--- config.mk ---
export PLATFORM = sky130hd
export DESIGN_NAME = stack_machine_ops_unit
export DESIGN_NICKNAME = d
export VERILOG_FILES = /design/src/rtl/core/smo_pkg.sv /design/src/rtl/core/stack_machine_ops_unit.sv /design/src/rtl/core/smo_ram.sv
export SDC_FILE = /design/constraint.sdc
export NUM_CORES = 2
export LEC_CHECK = 0
export BUFFER_PORTS_ARGS = -buffer_cell sky130_fd_sc_hd__buf_2
export CORE_MARGIN = 10
export CORE_UTILIZATION = 35
export CTS_CLUSTER_DIAMETER = 100
export DETAILED_ROUTE_END_ITERATION = 10
export PLACE_DENSITY = 0.58
export SLEW_MARGIN = 20
export SYNTH_ARGS = -nofsm -noshare
export SYNTH_HDL_FRONTEND = slang
export SYNTH_HIERARCHICAL = 1
export SYNTH_SLANG_ARGS = --single-unit
export TNS_END_PERCENT = 10
--- constraint.sdc ---
create_clock -name clk -period 8.9 [get_ports clk]
set_clock_uncertainty 0.1 [all_clocks]
set_input_delay 1.78 -clock clk [delete_from_list [all_inputs] [get_ports clk]]
set_output_delay 1.78 -clock clk [all_outputs]
set_load 0.02 [all_outputs]
--- src/rtl/core/smo_pkg.sv ---
// ----------------------------------------------------------------------------
// smo_pkg
// Shared constants for the stack machine operations unit.
// ----------------------------------------------------------------------------
package smo_pkg;

  localparam int STACK_DEPTH = 64;
  localparam int ADDR_W      = $clog2(STACK_DEPTH);
  localparam int CNT_W       = $clog2(STACK_DEPTH + 1);
  localparam int DATA_W      = 32;

  localparam logic [2:0] OP_PUSH  = 3'd0;
  localparam logic [2:0] OP_ALL   = 3'd1;
  localparam logic [2:0] OP_TOP   = 3'd2;
  localparam logic [2:0] OP_SWAP  = 3'd3;
  localparam logic [2:0] OP_ADD   = 3'd4;

  localparam logic [1:0] ST_OK    = 2'd0;
  localparam logic [1:0] ST_EMPTY = 2'd1;
  localparam logic [1:0] ST_SHORT = 2'd2;
  localparam logic [1:0] ST_FULL  = 2'd3;

  typedef logic signed [DATA_W-1:0] word_t;

endpackage

--- src/rtl/core/stack_machine_ops_unit.sv ---
// ----------------------------------------------------------------------------
// stack_machine_ops_unit
// Bounded stack machine: push, print-all, print-top, swap and add on a
// RAM-held stack, one operation per input beat.
//
//   channel | ports                                   | direction
//   --------+-----------------------------------------+----------
//   in      | in_valid/in_ready, in_req_type,         | input
//           | in_push_value                           |
//   out     | out_valid/out_ready, out_value,         | output
//           | out_has_value, out_status, out_last     |
//
// Sequencing follows the single RAM read port and its registered read:
// print-top reads the top entry, add and swap the top two, and print-all
// reads n entries top down, one result beat per cycle unless stalled.
// in_ready is high only while the unit is idle. Result beats sit in an
// output register; a stalled out_ready holds each beat-issuing state.
// Synchronous active-low reset empties the stack; no clearing pass.
// ----------------------------------------------------------------------------
module stack_machine_ops_unit (
  input  logic                  clk,
  input  logic                  rst_n,
  input  logic                  in_valid,
  output logic                  in_ready,
  input  logic [2:0]            in_req_type,
  input  smo_pkg::word_t        in_push_value,
  output logic                  out_valid,
  input  logic                  out_ready,
  output smo_pkg::word_t        out_value,
  output logic                  out_has_value,
  output logic [1:0]            out_status,
  output logic                  out_last
);
  import smo_pkg::*;

  typedef enum logic [2:0] {
    S_IDLE,
    S_EXEC,
    S_TOP,
    S_PALL,
    S_SEC,
    S_ADD,
    S_SWAP,
    S_SWAP2
  } state_t;

  state_t            state_r, state_nxt;
  logic [2:0]        op_r, op_nxt;
  word_t             val_r, val_nxt;
  word_t             opa_r, opa_nxt;
  logic [CNT_W-1:0]  cnt_r, cnt_nxt;
  logic [ADDR_W-1:0] idx_r, idx_nxt;
  logic              out_valid_r, out_valid_nxt;
  word_t             out_value_r, out_value_nxt;
  logic              out_has_value_r, out_has_value_nxt;
  logic [1:0]        out_status_r, out_status_nxt;
  logic              out_last_r, out_last_nxt;

  logic              ram_we, ram_re;
  logic [ADDR_W-1:0] ram_waddr, ram_raddr;
  logic [DATA_W-1:0] ram_wdata, ram_rdata;

  logic              out_free;
  logic [CNT_W-1:0]  cnt_m1, cnt_m2;
  word_t             sum;

  smo_ram #(
    .WIDTH (DATA_W),
    .DEPTH (STACK_DEPTH)
  ) u_stack (
    .clk   (clk),
    .we    (ram_we),
    .waddr (ram_waddr),
    .wdata (ram_wdata),
    .re    (ram_re),
    .raddr (ram_raddr),
    .rdata (ram_rdata)
  );

  assign out_free = !out_valid_r || out_ready;
  assign cnt_m1   = cnt_r - CNT_W'(1);
  assign cnt_m2   = cnt_r - CNT_W'(2);
  assign sum      = word_t'(ram_rdata) + opa_r;

  always_comb begin
    state_nxt         = state_r;
    op_nxt            = op_r;
    val_nxt           = val_r;
    opa_nxt           = opa_r;
    cnt_nxt           = cnt_r;
    idx_nxt           = idx_r;
    out_valid_nxt     = out_valid_r && !out_ready;
    out_value_nxt     = out_value_r;
    out_has_value_nxt = out_has_value_r;
    out_status_nxt    = out_status_r;
    out_last_nxt      = out_last_r;
    ram_we            = 1'b0;
    ram_re            = 1'b0;
    ram_waddr         = '0;
    ram_raddr         = '0;
    ram_wdata         = val_r;

    unique case (state_r)
      S_IDLE: begin
        if (in_valid) begin
          op_nxt    = in_req_type;
          val_nxt   = in_push_value;
          state_nxt = S_EXEC;
        end
      end
      S_EXEC: begin
        case (op_r) inside
          OP_PUSH: begin
            if (out_free) begin
              out_valid_nxt     = 1'b1;
              out_value_nxt     = '0;
              out_has_value_nxt = 1'b0;
              out_last_nxt      = 1'b1;
              state_nxt         = S_IDLE;
              if (cnt_r == CNT_W'(STACK_DEPTH)) begin
                out_status_nxt = ST_FULL;
              end else begin
                out_status_nxt = ST_OK;
                ram_we         = 1'b1;
                ram_waddr      = cnt_r[ADDR_W-1:0];
                cnt_nxt        = cnt_r + CNT_W'(1);
              end
            end
          end
          OP_ALL: begin
            if (cnt_r == '0) begin
              if (out_free) begin
                out_valid_nxt     = 1'b1;
                out_value_nxt     = '0;
                out_has_value_nxt = 1'b0;
                out_status_nxt    = ST_OK;
                out_last_nxt      = 1'b1;
                state_nxt         = S_IDLE;
              end
            end else begin
              ram_re    = 1'b1;
              ram_raddr = cnt_m1[ADDR_W-1:0];
              idx_nxt   = cnt_m1[ADDR_W-1:0];
              state_nxt = S_PALL;
            end
          end
          OP_TOP: begin
            if (cnt_r == '0) begin
              if (out_free) begin
                out_valid_nxt     = 1'b1;
                out_value_nxt     = '0;
                out_has_value_nxt = 1'b0;
                out_status_nxt    = ST_EMPTY;
                out_last_nxt      = 1'b1;
                state_nxt         = S_IDLE;
              end
            end else begin
              ram_re    = 1'b1;
              ram_raddr = cnt_m1[ADDR_W-1:0];
              state_nxt = S_TOP;
            end
          end
          OP_SWAP, OP_ADD: begin
            if (cnt_r < CNT_W'(2)) begin
              if (out_free) begin
                out_valid_nxt     = 1'b1;
                out_value_nxt     = '0;
                out_has_value_nxt = 1'b0;
                out_status_nxt    = ST_SHORT;
                out_last_nxt      = 1'b1;
                state_nxt         = S_IDLE;
              end
            end else begin
              ram_re    = 1'b1;
              ram_raddr = cnt_m1[ADDR_W-1:0];
              state_nxt = S_SEC;
            end
          end
          default: begin
            if (out_free) begin
              out_valid_nxt     = 1'b1;
              out_value_nxt     = '0;
              out_has_value_nxt = 1'b0;
              out_status_nxt    = ST_OK;
              out_last_nxt      = 1'b1;
              state_nxt         = S_IDLE;
            end
          end
        endcase
      end
      S_TOP: begin
        if (out_free) begin
          out_valid_nxt     = 1'b1;
          out_value_nxt     = word_t'(ram_rdata);
          out_has_value_nxt = 1'b1;
          out_status_nxt    = ST_OK;
          out_last_nxt      = 1'b1;
          state_nxt         = S_IDLE;
        end
      end
      S_PALL: begin
        if (out_free) begin
          out_valid_nxt     = 1'b1;
          out_value_nxt     = word_t'(ram_rdata);
          out_has_value_nxt = 1'b1;
          out_status_nxt    = ST_OK;
          out_last_nxt      = (idx_r == '0);
          if (idx_r == '0) begin
            state_nxt = S_IDLE;
          end else begin
            ram_re    = 1'b1;
            ram_raddr = idx_r - ADDR_W'(1);
            idx_nxt   = idx_r - ADDR_W'(1);
          end
        end
      end
      S_SEC: begin
        opa_nxt   = word_t'(ram_rdata);
        ram_re    = 1'b1;
        ram_raddr = cnt_m2[ADDR_W-1:0];
        state_nxt = (op_r == OP_ADD) ? S_ADD : S_SWAP;
      end
      S_ADD: begin
        if (out_free) begin
          ram_we            = 1'b1;
          ram_waddr         = cnt_m2[ADDR_W-1:0];
          ram_wdata         = sum;
          cnt_nxt           = cnt_m1;
          out_valid_nxt     = 1'b1;
          out_value_nxt     = '0;
          out_has_value_nxt = 1'b0;
          out_status_nxt    = ST_OK;
          out_last_nxt      = 1'b1;
          state_nxt         = S_IDLE;
        end
      end
      S_SWAP: begin
        ram_we    = 1'b1;
        ram_waddr = cnt_m1[ADDR_W-1:0];
        ram_wdata = ram_rdata;
        state_nxt = S_SWAP2;
      end
      S_SWAP2: begin
        if (out_free) begin
          ram_we            = 1'b1;
          ram_waddr         = cnt_m2[ADDR_W-1:0];
          ram_wdata         = opa_r;
          out_valid_nxt     = 1'b1;
          out_value_nxt     = '0;
          out_has_value_nxt = 1'b0;
          out_status_nxt    = ST_OK;
          out_last_nxt      = 1'b1;
          state_nxt         = S_IDLE;
        end
      end
      default: begin
        state_nxt = S_IDLE;
      end
    endcase
  end

  always_ff @(posedge clk) begin
    if (!rst_n) begin
      state_r     <= S_IDLE;
      cnt_r       <= '0;
      out_valid_r <= 1'b0;
    end else begin
      state_r     <= state_nxt;
      cnt_r       <= cnt_nxt;
      out_valid_r <= out_valid_nxt;
    end
    op_r            <= op_nxt;
    val_r           <= val_nxt;
    opa_r           <= opa_nxt;
    idx_r           <= idx_nxt;
    out_value_r     <= out_value_nxt;
    out_has_value_r <= out_has_value_nxt;
    out_status_r    <= out_status_nxt;
    out_last_r      <= out_last_nxt;
  end

  assign in_ready      = (state_r == S_IDLE);
  assign out_valid     = out_valid_r;
  assign out_value     = out_value_r;
  assign out_has_value = out_has_value_r;
  assign out_status    = out_status_r;
  assign out_last      = out_last_r;

endmodule

--- src/rtl/core/smo_ram.sv ---
// ----------------------------------------------------------------------------
// smo_ram
// Generic single-write, single-read RAM with registered read data.
// ----------------------------------------------------------------------------
module smo_ram #(
  parameter int WIDTH = 32,
  parameter int DEPTH = 64
) (
  input  logic                     clk,
  input  logic                     we,
  input  logic [$clog2(DEPTH)-1:0] waddr,
  input  logic [WIDTH-1:0]         wdata,
  input  logic                     re,
  input  logic [$clog2(DEPTH)-1:0] raddr,
  output logic [WIDTH-1:0]         rdata
);

  logic [WIDTH-1:0] mem [DEPTH];

  always_ff @(posedge clk) begin
    if (we) begin
      mem[waddr] <= wdata;
    end
    if (re) begin
      rdata <= mem[raddr];
    end
  end

endmodule

==> out/qor.yml <==
synthesis:
  yosysSeqAreaShare_pct: 75.6
  synthArstFlopShare_pct: 0
  syn_avg_cell_area_um2: 20.1
  synth_flop_cell: "edfxtp_1"
  synth_cell_type_count: 83
  synth_fp_nets: 4424
  syn_inst: 4346
  synth.ff_latch_count: 2200
  synth_area_um2: 87300
  yosysWarnings: 6
  synth-edff-count: 2189
job:
  drv_cap: 0
global_routing:
  antenna_found_initial: 24
  grt_max_degree: 104
  grt_use_met1_pct: 25.1
  grt_pass1_vias: 45213
  grt_use_met3_pct: 3.80
  grt_pass1_wl_um: 354000
  grt.overflow.total: 0
  gr-usage-all-layers_pct: 18.1
  grt_use_met2_pct: 28.8
  grt.busiest_layer: "met2"
routing:
  drt_first_iter_violations: 6138
  vias: 45648
  drt-total-wl_um: 250000
  wl_per_cell_um: 31.0
  ant_nets: 0
  drc: 0
  viasPerCell: 5.65
  dr.pass1.iters: 5
final_layout:
  regArea_um2: 66000
  syn2layout_area_growth_pct: 14.3
  final_cells: 8086
  multi_input_area_um2: 20800
  mostFrequentLayoutCells: "2189 x edfxtp_1, 446 x mux4_2, 219 x clkbuf_16, 200 x mux2i_1, 159 x buf_4"
  final_common_cell: "edfxtp_1"
  nNetsFinal: 4639
  fillers: 21876
  drive_above_1_share_pct: 24.0
sta:
  tightest_slew_ps: 1110
  setup_violations: 0
  drv_slew: 0
  fin_crit_ps: 6360
  rsz0062_at_grt: "no"
  hold_viol_final: 0
  slew_headroom_pct: 25.4
  layout_setup_ws_ps: 2540
  fin_setup_tns_ps: 0
  fin_crit_sh_pct: 71.5
  fmax_ghz: 0.157
setup_path:
  r2r-end: "u_stack/rdata[3]"
  r2r_start: "cnt_r[0]"
  crit_start: "cnt_r[0]"
  reg2regPathDepth: 15
  path_max_fanout: 44
  crit_arrival_ps: 6880
  cp_data_required_time_ps: 9420
  start_kind: "flop"
  rrSetupSlack_ps: 2540
  setup.worst_path.end: "u_stack/rdata[3]"
  worstSetupPathType: "reg -> reg"
  cp-end-kind: "flop"
power:
  vdd.ir_drop.worst_mv: 0.216
  power.density_nw_per_um2: 209
  p_leak_uw: 0.0299
floorplan:
  die_area_um2: 270000
  num_rows: 183
  die_h_um: 519
  die_w_um: 519
  initial_core_util_pct: 35.1
  coreArea_um2: 248000
  io-pin-count: 77
place:
  portBuffers: 76
  place_congestion: 0.869
  dp_hpwl_um: 147000
  dp.cells: 7672
  place_ws_ps: 2300
min_path:
  holdCritPathClass: "reg -> reg"
clocking:
  cts-buffers-inserted: 217
  cts_tree: "built"
  clock_latency_ps: 870
  post-cts-setup-buffers: 0
  cts-htree-levels: 4
  root_buffer: "clkbuf_16"
  clk_pin_slew_ps: 60
  cts_buffer_depth: 3
  cts.repair.resized: 0
  clock_sinks: 2200
  cts_hold_buf: 0
outcome:
  status: "finished, final reports clean"
## synth_stat cells, types with 18 or more instances
cell type | n | share of area (%)
edfxtp_1 | 2189 | 75
mux4_2 | 446 | 12
mux2i_1 | 200 | 2.3
nor2_1 | 145 | 0.62
a22oi_1 | 134 | 1.2
nand2_1 | 127 | 0.55
clkbuf_1 | 118 | 0.51
a21oi_1 | 115 | 0.66
o21ai_0 | 85 | 0.49
nand3_1 | 68 | 0.39
buf_2 | 59 | 0.34
o22ai_1 | 55 | 0.39
a22o_1 | 46 | 0.46
ha_1 | 38 | 0.54
buf_6 | 31 | 0.40
o221ai_1 | 30 | 0.30
a31oi_1 | 29 | 0.21
buf_4 | 28 | 0.24
a211oi_1 | 24 | 0.21
nor2b_1 | 24 | 0.17
xnor2_1 | 23 | 0.23
and3_1 | 22 | 0.16
nor3_1 | 22 | 0.13
a21o_1 | 21 | 0.18
inv_1 | 21 | 0.090
o211ai_1 | 18 | 0.15
## state kept, by name, indices dropped and copies added (netlist names)
signal	flops
out_value	32
out_status	2
val_r	32
out_has_value	1
opa_r	32
u_stack/mem	2048
cnt_r	7
idx_r	6
out_valid	1
op_r	3
state_r	3
out_last	1
u_stack/rdata	32
## power by group
part           internal, uW  switching [uW]  leakage, uW
Clock                  4930            3900      0.00331
Sequential            11500            24.7       0.0198
Combinational           113             418      0.00680
## final cells by class
class,instances,share of cell area [%]
diodes,10,0.0251
clock buffers,272,5.69
clock inverters,132,1.13
inverters,22,0.0828
multi-input cells,1867,20.8
flip-flops and latches,2200,66.1
well taps,3330,4.18
repair buffers,253,1.95
## metrics by stage
step	utilization [%]	total power [uW]	hold slack, ps	area (um^2)
6_report	40.1	20800	468	99700
3_3_place_gp	37.4	12200	452	92900
2_1_floorplan	-	12000	370	87300
5_1_grt	40.1	21400	497	99700
3_5_place_dp	37.4	12200	461	92900
4_1_cts	40.1	21000	475	99700
## how the worst min path moves through the flow
stage,from,endpoint,slack [ps],cells after the start
2_1_floorplan,u_stack/rdata[10],opa_r[10],370,0
3_3_place_gp,out_has_value,out_has_value,450,2
3_5_place_dp,out_value[4],out_value[4],460,1
4_1_cts,out_value[4],out_value[4],480,1
5_1_grt,out_value[18],out_value[18],500,1
6_report,out_value[18],out_value[18],470,1
## routing by layer
metal	share of wire, %	wire length, um	vias to the layer above
met1	41	102000	24440
met5	0.012	29	-
met2	47	118000	2196
li1	-	-	18658
met3	9.2	23100	348
met4	2.8	6930	6
## kinds of logic (layout without fill, tap and decap cells)
family          count (synthesis)  in the layout  share of synthesized area [%]
mux                           647            647                           13.8
fa+ha+maj                      39             39                          0.568
buf+inv                       279            679                           1.79
simple gates                  486            486                           2.64
xor+xnor                       39             39                          0.391
other cells                     0             10                              0
compound gates                656            656                           5.23
flops                        2200           2200                           75.6
## worst max-delay path: stages, from the launching register on
cell and delay [ps]:
dfxtp_1 570, inv_1 180, ha_1 310, or3b_1 300, nor4_4 80, nor3_1 620
o21ai_1 160, buf_4 230, o221ai_4 660, buf_12 280, buf_12 310, buf_4 460
mux4_2 570, a22oi_1 280, nand3_1 510, and3_1 410
No activity file was read; power rests on OpenSTA's default activity.
